File: src/rtl/kli_ram.sv
// Generic single-write, single-read RAM with registered read data.
module kli_ram #(
    parameter int WIDTH = 32,
    parameter int DEPTH = 64
) (
    input  logic                     clk,
    input  logic                     we,
    input  logic [$clog2(DEPTH)-1:0] waddr,
    input  logic [WIDTH-1:0]         wdata,
    input  logic [$clog2(DEPTH)-1:0] raddr,
    output logic [WIDTH-1:0]         rdata
);

    logic [WIDTH-1:0] mem [DEPTH];
    logic [WIDTH-1:0] rdata_reg;

    // Write one word, read one word a cycle
    always_ff @(posedge clk)
    begin
        if (we)
        begin
            mem[waddr] <= wdata;
        end
        rdata_reg <= mem[raddr];
    end

    assign rdata = rdata_reg;

endmodule

File: config.mk
export PLATFORM = sky130hd
export DESIGN_NAME = kli_ram
export DESIGN_NICKNAME = d
export VERILOG_FILES = /design/src/rtl/kli_ram.sv
export SDC_FILE = /design/constraint.sdc
export NUM_CORES = 2
export LEC_CHECK = 0
export BUFFER_PORTS_ARGS = -buffer_cell sky130_fd_sc_hd__buf_2
export CAP_MARGIN = 20
export CORE_AREA = 2 2 402 444
export CTS_CLUSTER_DIAMETER = 50
export DETAILED_ROUTE_END_ITERATION = 7
export DIE_AREA = 0 0 404 446
export PLACE_DENSITY = 0.62
export SLEW_MARGIN = 20
export SYNTH_ARGS = -nofsm -noshare
export SYNTH_HDL_FRONTEND = slang
export SYNTH_SLANG_ARGS = --single-unit
export TNS_END_PERCENT = 20
File: constraint.sdc
create_clock -name clk -period 5.9 [get_ports clk]
set_clock_uncertainty 0.2 [all_clocks]
set_input_delay 1.18 -clock clk [delete_from_list [all_inputs] [get_ports clk]]
set_output_delay 1.18 -clock clk [all_outputs]
set_load 0.1 [all_outputs]
==> results.py <==
metrics = {
    "clock_tree": {
        "cts.sinks": 2080,
        "post_cts_buffers": 0,
        "clockRootBuffer": "clkbuf_16",
        "insertion_delay_ps": 840,
        "cts_resized": 0,
        "clk_path_buf_depth": 3,
        "cts_htree_levels": 4,
        "numCtsBuffers": 196,
        "ctsHoldBuffers": 0,
        "clkTransAtPathRegs_ps": 60,
        "cts_tree": "built",
    },
    "detailed_routing": {
        "wl_per_cell_microns": 32.4,
        "drc_errors": 0,
        "viasPerCell": 6.01,
        "routed.top_layer": "met5",
        "vias": 36200,
        "drtAntennaViolNets": 0,
        "totalWireLength_mm": 195,
        "drt-met1-wl_mm": 79.0,
        "dr.pass1.iters": 8,
        "wl_met3_mm": 15.4,
        "met2_length_mm": 96.2,
        "first_iter_violations": 4278,
    },
    "setup_path": {
        "crit_buf_inv": 3,
        "critPathRequiredTime_ps": 6380,
        "cp_top_family": "buffers and inverters",
        "crit_chain": "buf_8 -> buf_12 -> buf_4 -> mux2i_1 -> a22oi_1 -> and3_1 -> o32ai_1 -> nor3_1",
        "end_kind": "register",
        "critPathSlowestCell": "o32ai_1",
        "start_kind": "input port",
        "cp_max_fo": 44,
        "worstPathArrival_ps": 4120,
        "critPathKind": "input port to register",
        "cp_slowest_stage_delay_ps": 830,
    },
    "yosys": {
        "syn-instance-count": 3324,
        "yosysMostFrequentCell": "edfxtp_1",
        "netlist_top_cells_count": "2,048 x edfxtp_1, 544 x mux4_2, 137 x nor2_1",
        "synth_edf_count": 2048,
        "synth_nets": 3370,
        "ys_ff_latch": 2080,
        "synth_top_cell_by_area": "edfxtp_1",
        "yosysUniqueCellTypes": 34,
        "synthTopCellsByArea": "edfxtp_1 78%, mux4_2 16%, mux2i_1 1.2%",
        "seq_area_frac_synth_pct": 79.1,
        "yosysWarnings": 0,
        "synth_async_sr_flop_share_pct": 0,
        "syn_area_per_cell_sq_um": 23.6,
        "netlist.area_leader.share_pct": 78.3,
        "synthFlopType": "edfxtp_1",
        "synthesis.area_sq_um": 78500,
    },
    "min_path": {
        "hold_class": "input port to register",
    },
    "pwr": {
        "leakage_nw": 27.6,
        "p_per_area_nw_per_um2": 345,
        "irDropWorstVdd_mv": 0.266,
    },
    "timing": {
        "hold_violations": 0,
        "rsz0062_at_grt": "false",
        "post-route-period-util_pct": 61.8,
        "timing.hold.ws_ps": 565,
        "relSlewSlack_pct": 25.5,
        "setup_viol": 0,
        "fmax_mhz": 274,
        "setup-tns-final_ps": 0,
        "min_period_ps": 3640,
        "tightest_slew_ps": 1110,
        "maxSlewViolCount": 0,
    },
    "global_routing": {
        "grt_max_degree": 100,
        "grt_pass1_wl_mm": 277,
        "grt_pass1_vias": 37100,
        "grt-ovfl-total": 0,
        "grt_antenna_before_repair": 16,
        "track_usage_pct": 21.8,
    },
    "place": {
        "gp_congestion": 0.774,
        "dp_hpwl_mm": 111,
        "port_buffers": 77,
    },
    "layout": {
        "drive_above_1_share_pct": 29.8,
        "largest_reg_flops": 2048,
        "syn2layout_area_growth_pct": 13.6,
        "nets": 3603,
    },
    "run": {
        "maxCapViolCount": 0,
    },
    "floorplan": {
        "fp.dieW_microns": 404,
        "design.core.area_sq_um": 176000,
        "rows": 162,
        "dieHeight_microns": 446,
        "start_util_pct": 44.6,
        "io_pins": 78,
        "die_area_sq_um": 180000,
    },
    "outcome": {
        "status": "finished clean",
    },
}
placed cells by master, fill, tap and decap left out, types with 26 or more instances in the layout:
master	instances
buf_4	134
buf_2	61
clkinv_1	39
o221ai_1	27
clkbuf_1	48
dfxtp_1	32
a21oi_1	62
clkbuf_16	203
o22ai_1	84
nor2_4	62
edfxtp_1	2048
nand2_1	26
nor2_1	75
clkinv_2	27
mux2i_1	93
mux4_2	544
layer usage:
metal | up-vias | track usage [%]
met3 | 251 | 4.28
met1 | 19800 | 30.3
met4 | 6 | 5.79
met5 | - | 0
li1 | 14700 | -
met2 | 1454 | 35.6
layout make-up:
type / instances / area (sq um)
tap: 2296 / 2870
fill: 13600 / 86800
timing repair buffer: 217 / 1740
multi-input combinational: 1062 / 16000
antenna: 9 / 22.5
clock inverter: 103 / 1000
clock buffer: 263 / 5430
sequential: 2080 / 62100
path summary, 6_finish.rpt:
kind         slack, ps    endpoint  cells after the start        start
min reg2reg        580   rdata[17]                      4  mem[12][17]
max               2260   rdata[17]                      8     raddr[0]
min                570  mem[2][29]                      1    wdata[29]
max reg2reg       3470   rdata[20]                      5  mem[38][20]
worst reg2reg max path, stage by stage, from the launching register on:
cell	delay, ps
edfxtp_1	400
mux4_2	490
mux2i_1	180
nor2_1	100
o32ai_1	810
nor3_1	110
per-stage QoR:
stage / area, sq um / setup WS (ps) / power, mW / utilization [%] / std cells
floorplan: 78500 / 1360 / 17.7 / - / 3324
global placement: 82600 / 1340 / 18.5 / 46.9 / 5651
detailed placement: 82700 / 1310 / 18.5 / 47.0 / 5654
CTS: 89100 / 2210 / 31.0 / 50.6 / 6020
global route: 89100 / 2160 / 31.6 / 50.7 / 6022
finish: 89200 / 2260 / 30.8 / 50.7 / 6030
cell families (layout without fill, tap and decap cells):
kind of cell	Yosys count	after routing	synth area share [%]
other cells	0	9	0
compound gates	202	202	1.67
simple gates	223	223	1.27
mux	637	637	16.8
buf+inv	182	583	1.13
flops	2080	2080	79.1
power breakdown:
group	switching (mW)	internal, mW	leakage (nW)
clock	5.43	7.20	3.13
combinational	1.14	0.550	5.79
sequential	0.0879	16.4	18.7
Note: power is estimated with default switching activity, not from simulation.
