==> src/rtl/kli_pkg.sv <==
// Shared types, codes and widths for the keyframe linear interpolator.
package kli_pkg;

    // Field widths fixed by the stream format
    localparam int TIME_W  = 32;
    localparam int VAL_W   = 32;
    localparam int SLOT_W  = 6;
    localparam int SEG_W   = 6;
    localparam int CFG_W   = 7;
    localparam int FRAC_W  = 16;

    // Packed stream widths (whole bytes)
    localparam int S_DATA_W = 168;
    localparam int M_DATA_W = 104;

    // Item kinds carried on s_tuser
    localparam logic OP_LOAD  = 1'b0;
    localparam logic OP_QUERY = 1'b1;

    // Three-component key vector, x in the low bits
    typedef struct packed {
        logic signed [VAL_W-1:0] z;
        logic signed [VAL_W-1:0] y;
        logic signed [VAL_W-1:0] x;
    } vec_t;

    // Query sequencer states
    typedef enum logic [2:0] {
        ST_IDLE,
        ST_FIRST,
        ST_SEARCH,
        ST_DIV,
        ST_LERP,
        ST_OUT
    } state_t;

endpackage

==> src/rtl/kli_div.sv <==
// Serial restoring divider producing the Q0.16 blend factor, one bit a cycle.
module kli_div (
    input  logic                         clk,
    input  logic                         rst_n,
    input  logic                         start,
    input  logic [kli_pkg::TIME_W-1:0]   num,
    input  logic [kli_pkg::TIME_W-1:0]   den,
    output logic [kli_pkg::FRAC_W-1:0]   quot,
    output logic                         done
);

    localparam int CNT_W = $clog2(kli_pkg::FRAC_W);

    logic                         busy_reg, busy_next;
    logic                         done_reg, done_next;
    logic [CNT_W-1:0]             cnt_reg, cnt_next;
    logic [kli_pkg::TIME_W-1:0]   rem_reg, rem_next;
    logic [kli_pkg::TIME_W-1:0]   den_reg, den_next;
    logic [kli_pkg::FRAC_W-1:0]   quot_reg, quot_next;
    logic [kli_pkg::TIME_W:0]     shifted;
    logic                         ge;

    // One restoring step: shift remainder, trial subtract
    assign shifted = {rem_reg, 1'b0};
    assign ge      = (shifted >= {1'b0, den_reg});

    always_comb
    begin
        busy_next = busy_reg;
        done_next = 1'b0;
        cnt_next  = cnt_reg;
        rem_next  = rem_reg;
        den_next  = den_reg;
        quot_next = quot_reg;
        if (start)
        begin
            busy_next = 1'b1;
            cnt_next  = CNT_W'(kli_pkg::FRAC_W - 1);
            rem_next  = num;
            den_next  = den;
        end
        else if (busy_reg)
        begin
            rem_next  = ge ? kli_pkg::TIME_W'(shifted - {1'b0, den_reg})
                           : shifted[kli_pkg::TIME_W-1:0];
            quot_next = {quot_reg[kli_pkg::FRAC_W-2:0], ge};
            cnt_next  = cnt_reg - 1'b1;
            if (cnt_reg == '0)
            begin
                busy_next = 1'b0;
                done_next = 1'b1;
            end
        end
    end

    // Hold control under reset
    always_ff @(posedge clk or negedge rst_n)
    begin
        if (!rst_n)
        begin
            busy_reg <= 1'b0;
            done_reg <= 1'b0;
        end
        else
        begin
            busy_reg <= busy_next;
            done_reg <= done_next;
        end
    end

    // Advance datapath
    always_ff @(posedge clk)
    begin
        cnt_reg  <= cnt_next;
        rem_reg  <= rem_next;
        den_reg  <= den_next;
        quot_reg <= quot_next;
    end

    assign quot = quot_reg;
    assign done = done_reg;

`ifndef SYNTHESIS
    // Done is never raised while a division is still running
    assert property (@(posedge clk) disable iff (!rst_n) done |-> !busy_reg)
        else $error("divider done while still busy");
    // A start never lands on a running division
    assert property (@(posedge clk) disable iff (!rst_n) start |-> !busy_reg)
        else $error("divider restarted while busy");
    // A division always finishes with done
    assert property (@(posedge clk) disable iff (!rst_n)
        busy_reg && cnt_reg == '0 |=> done)
        else $error("divider missed done");
`endif

endmodule

==> config.mk <==
export PLATFORM = sky130hd
export DESIGN_NAME = kli_div
export DESIGN_NICKNAME = d
export VERILOG_FILES = /design/src/rtl/kli_pkg.sv /design/src/rtl/kli_div.sv
export SDC_FILE = /design/constraint.sdc
export NUM_CORES = 1
export LEC_CHECK = 0
export BUFFER_PORTS_ARGS = -buffer_cell sky130_fd_sc_hd__clkbuf_2
export CORE_UTILIZATION = 35
export DETAILED_ROUTE_END_ITERATION = 16
export PLACE_DENSITY = 0.55
export REMOVE_ABC_BUFFERS = 1
export SLEW_MARGIN = 20
export SYNTH_ARGS = -nofsm -noshare
export SYNTH_HDL_FRONTEND = slang
export SYNTH_SLANG_ARGS = --single-unit
export TNS_END_PERCENT = 50
==> constraint.sdc <==
create_clock -name clk -period 9.2 [get_ports clk]
set_clock_uncertainty 0.15 [all_clocks]
set_input_delay 0 -clock clk [delete_from_list [all_inputs] [get_ports clk]]
set_output_delay 0 -clock clk [all_outputs]
set_load 0.005 [all_outputs]
==> impl_metrics.yaml <==
outcome:
  outcome: "completed"
final_layout:
  multiInputGateArea_um2: 2590
  drive_above_1_share_pct: 24.3
  fillers: 1434
  diodes: 0
  final_cell_area_um2: 6960
  area_growth_pct: 28.6
  seqCellArea_um2: 2530
  nets: 739
timing:
  final-max-slew-violation-count: 0
  period_needed_ns: 3.45
  hold_viol: 0
  setup_tns_ns: 0
  relSlewSlack_pct: 42.4
  fin_crit_sh_pct: 37.5
  max_freq_mhz: 290
  rsz0062_at_grt: "false"
  tightest_slew_ns: 0.864
  setup_viol: 0
grt:
  antenna_found_initial: 0
  grt_pass1_wl_mm: 20.7
  grt_pass1_vias: 4341
  grt_usage_pct: 16.5
  grt-ovfl-total: 0
  grt_max_degree: 56
synth:
  ys_seq_area_share_pct: 46.8
  ys_async_sr_fraction_pct: 2.33
  synth.distinct_cells: 65
  ys_warn_count: 0
  synth_flop_cell: "edfxtp_1"
  synthAdderAreaFrac_pct: 8.00
  synth-edff-count: 80
  synth-simple-area-share_pct: 10.9
  synthMuxAreaShare_pct: 8.95
  synth_area_um2: 5410
  synth_top_family_by_area: "compound AO/OA/AOI/OAI gates"
  synth-xor-area-share_pct: 4.05
  synth_compound_area_share_pct: 16.0
  synth-seq-cells: 86
  syn_avg_cell_area_um2: 11.0
  syn_inst: 491
pwr:
  powerDensity_nw_per_um2: 303
  ir_drop_mv: 0.0992
  p_leak_uw: 0.00300
cts:
  clk_pin_slew_ns: 0.06
  htree_levels: 3
  clock-sinks: 86
  clk_path_buf_depth: 2
  root_buffer: "clkbuf_16"
  worstSkewPairLatency_ns: 0.35
  post_cts_resized: 0
  cts_buffers: 9
  cts_tree: "yes"
floorplanning:
  io_pins: 84
  core_area_um2: 15100
  die_y_um: 126
  die_w_um: 126
  fp.dieArea_um2: 16000
  fp-row-count: 45
  start_util_pct: 35.7
drt:
  vias: 4169
  drtAntennaViolNets: 0
  drc_errors: 0
  via_per_inst: 5.02
  wl_mm: 12.2
  wl_per_cell_um: 14.7
  first_pass_iters: 4
  initialDrtViolationCount: 227
worst_setup_path:
  reg2reg_setup_slack_ns: 5.75
  ff2ff_path_depth: 11
  crit_required_ns: 9.15
  end_kind: "flop"
  critical_path_class: "reg -> reg"
  arrival_ns: 3.40
  setup.worst_path.start_class: "flop"
  path_max_fanout: 27
job:
  maxCapViolCount: 0
hold_path:
  hold_path.class: "in -> reg"
  min_path_cells: 2
placed_design:
  gp_congestion: 0.830
  hpwl_mm: 8.57
  placed_area_um2: 5990
  place.port_buffers: 83
## layer usage
layer	routed length (um)	vias to the layer above	track usage [%]
li1	-	2103	-
met1	5710	1987	21.1
met2	5950	63	27.8
met3	367	16	3.33
met4	195	0	5.67
met5	0	-	0
## cell usage after synthesis (3+ instances only)
cell	n	area share [%]
and3_1	3	0.35
nor2_1	22	1.5
a211oi_1	5	0.69
xor2_1	6	0.97
nand2b_1	9	1.0
o21bai_1	7	0.97
nor2b_1	8	0.92
mux2_2	31	6.5
a31oi_1	3	0.35
xnor2_1	19	3.1
nand4_1	3	0.35
edfxtp_1	80	44
dfxtp_1	4	1.5
nand2_1	29	2.0
a21oi_2	4	0.65
o31ai_1	6	0.83
ha_1	33	7.6
nor4_1	3	0.35
a21o_1	16	2.2
nand3_1	9	0.83
o21ai_1	7	0.65
clkbuf_1	10	0.69
o21ai_0	14	1.3
mux2_4	7	1.9
mux2i_1	3	0.55
inv_1	47	3.3
a21oi_1	46	4.3
nor3_1	11	1.0
## cells by family after synthesis
kind of cell               after synthesis
muxes                                   41
xor gates and xnor gates                25
adders and majority gates               34
and+or+nand+nor                        111
AOI/OAI and AO/OA                      129
buffers and inverters                   65
DFF                                     86
## report_power, final
group / internal, uW / switching, uW
Sequential: 553 / 52.3
Clock: 212 / 159
Combinational: 540 / 591
## critical path, cell delays in order (launching register included)
cell and delay (ns):
edfxtp_1 0.39, ha_1 0.40, nand3_1 0.16, a21oi_2 0.22
o31ai_2 0.11, o221a_4 0.30, nor4_4 0.28, o21a_4 0.27
nor2_8 0.10, inv_8 0.20, mux2_2 0.36, mux2_2 0.26
## cell type report
type,instances,share of cell area [%]
Multi-Input combinational cell,340,37.3
Tap cell,188,3.38
Clock buffer,10,3.29
Clock inverter,6,1.03
Timing Repair Buffer,152,15.9
Inverter,49,2.75
Sequential cell,86,36.4
## cell usage in the layout (no fill, tap or decap), drive strengths merged, types with 4 or more instances in the layout
cell type    instances
clkbuf              92
edfxtp              80
dlygate4sd3         67
a21oi               51
inv                 50
mux2                38
ha                  33
nand2               29
nor2                23
o21ai               21
xnor2               19
a21o                16
nor3                12
nand3                9
nand2b               9
nor2b                8
o21bai               8
o31ai                7
xor2                 6
a211oi               6
dfxtp                4
nor4                 4
a31oi                4
## metrics by stage
| step | total power (uW) | instances | hold slack [ns] | setup slack (ns) | util [%] |
|---|---|---|---|---|---|
| after global routing | 2280 | 831 | 0.207 | 5.52 | 45.9 |
| after floorplan | 1490 | 475 | -0.446 | 6.14 | - |
| after global placement | 1710 | 748 | -0.363 | 5.78 | 39.5 |
| after detailed placement | 1710 | 748 | -0.363 | 5.76 | 39.5 |
| final | 2110 | 831 | 0.209 | 5.75 | 45.9 |
| after CTS | 2120 | 831 | 0.194 | 5.73 | 45.9 |
## path summary, 6_finish.rpt
path,start,end
min in group asynchronous,rst_n,busy_reg
hold reg to reg,quot[6],quot[7]
setup / recovery,rem_reg[2],rem_reg[11]
hold / removal,den[22],den_reg[22]
max in group asynchronous,rst_n,done
setup reg to reg,rem_reg[2],rem_reg[11]
## repair_timing
| action | CTS | global route |
|---|---|---|
| setup endpoints to repair | 0 | 0 |
| hold endpoints to repair | 81 | 0 |
| setup buffers | 0 | 0 |
| hold buffers | 67 | 0 |
Power figures use the tool's default switching activity.
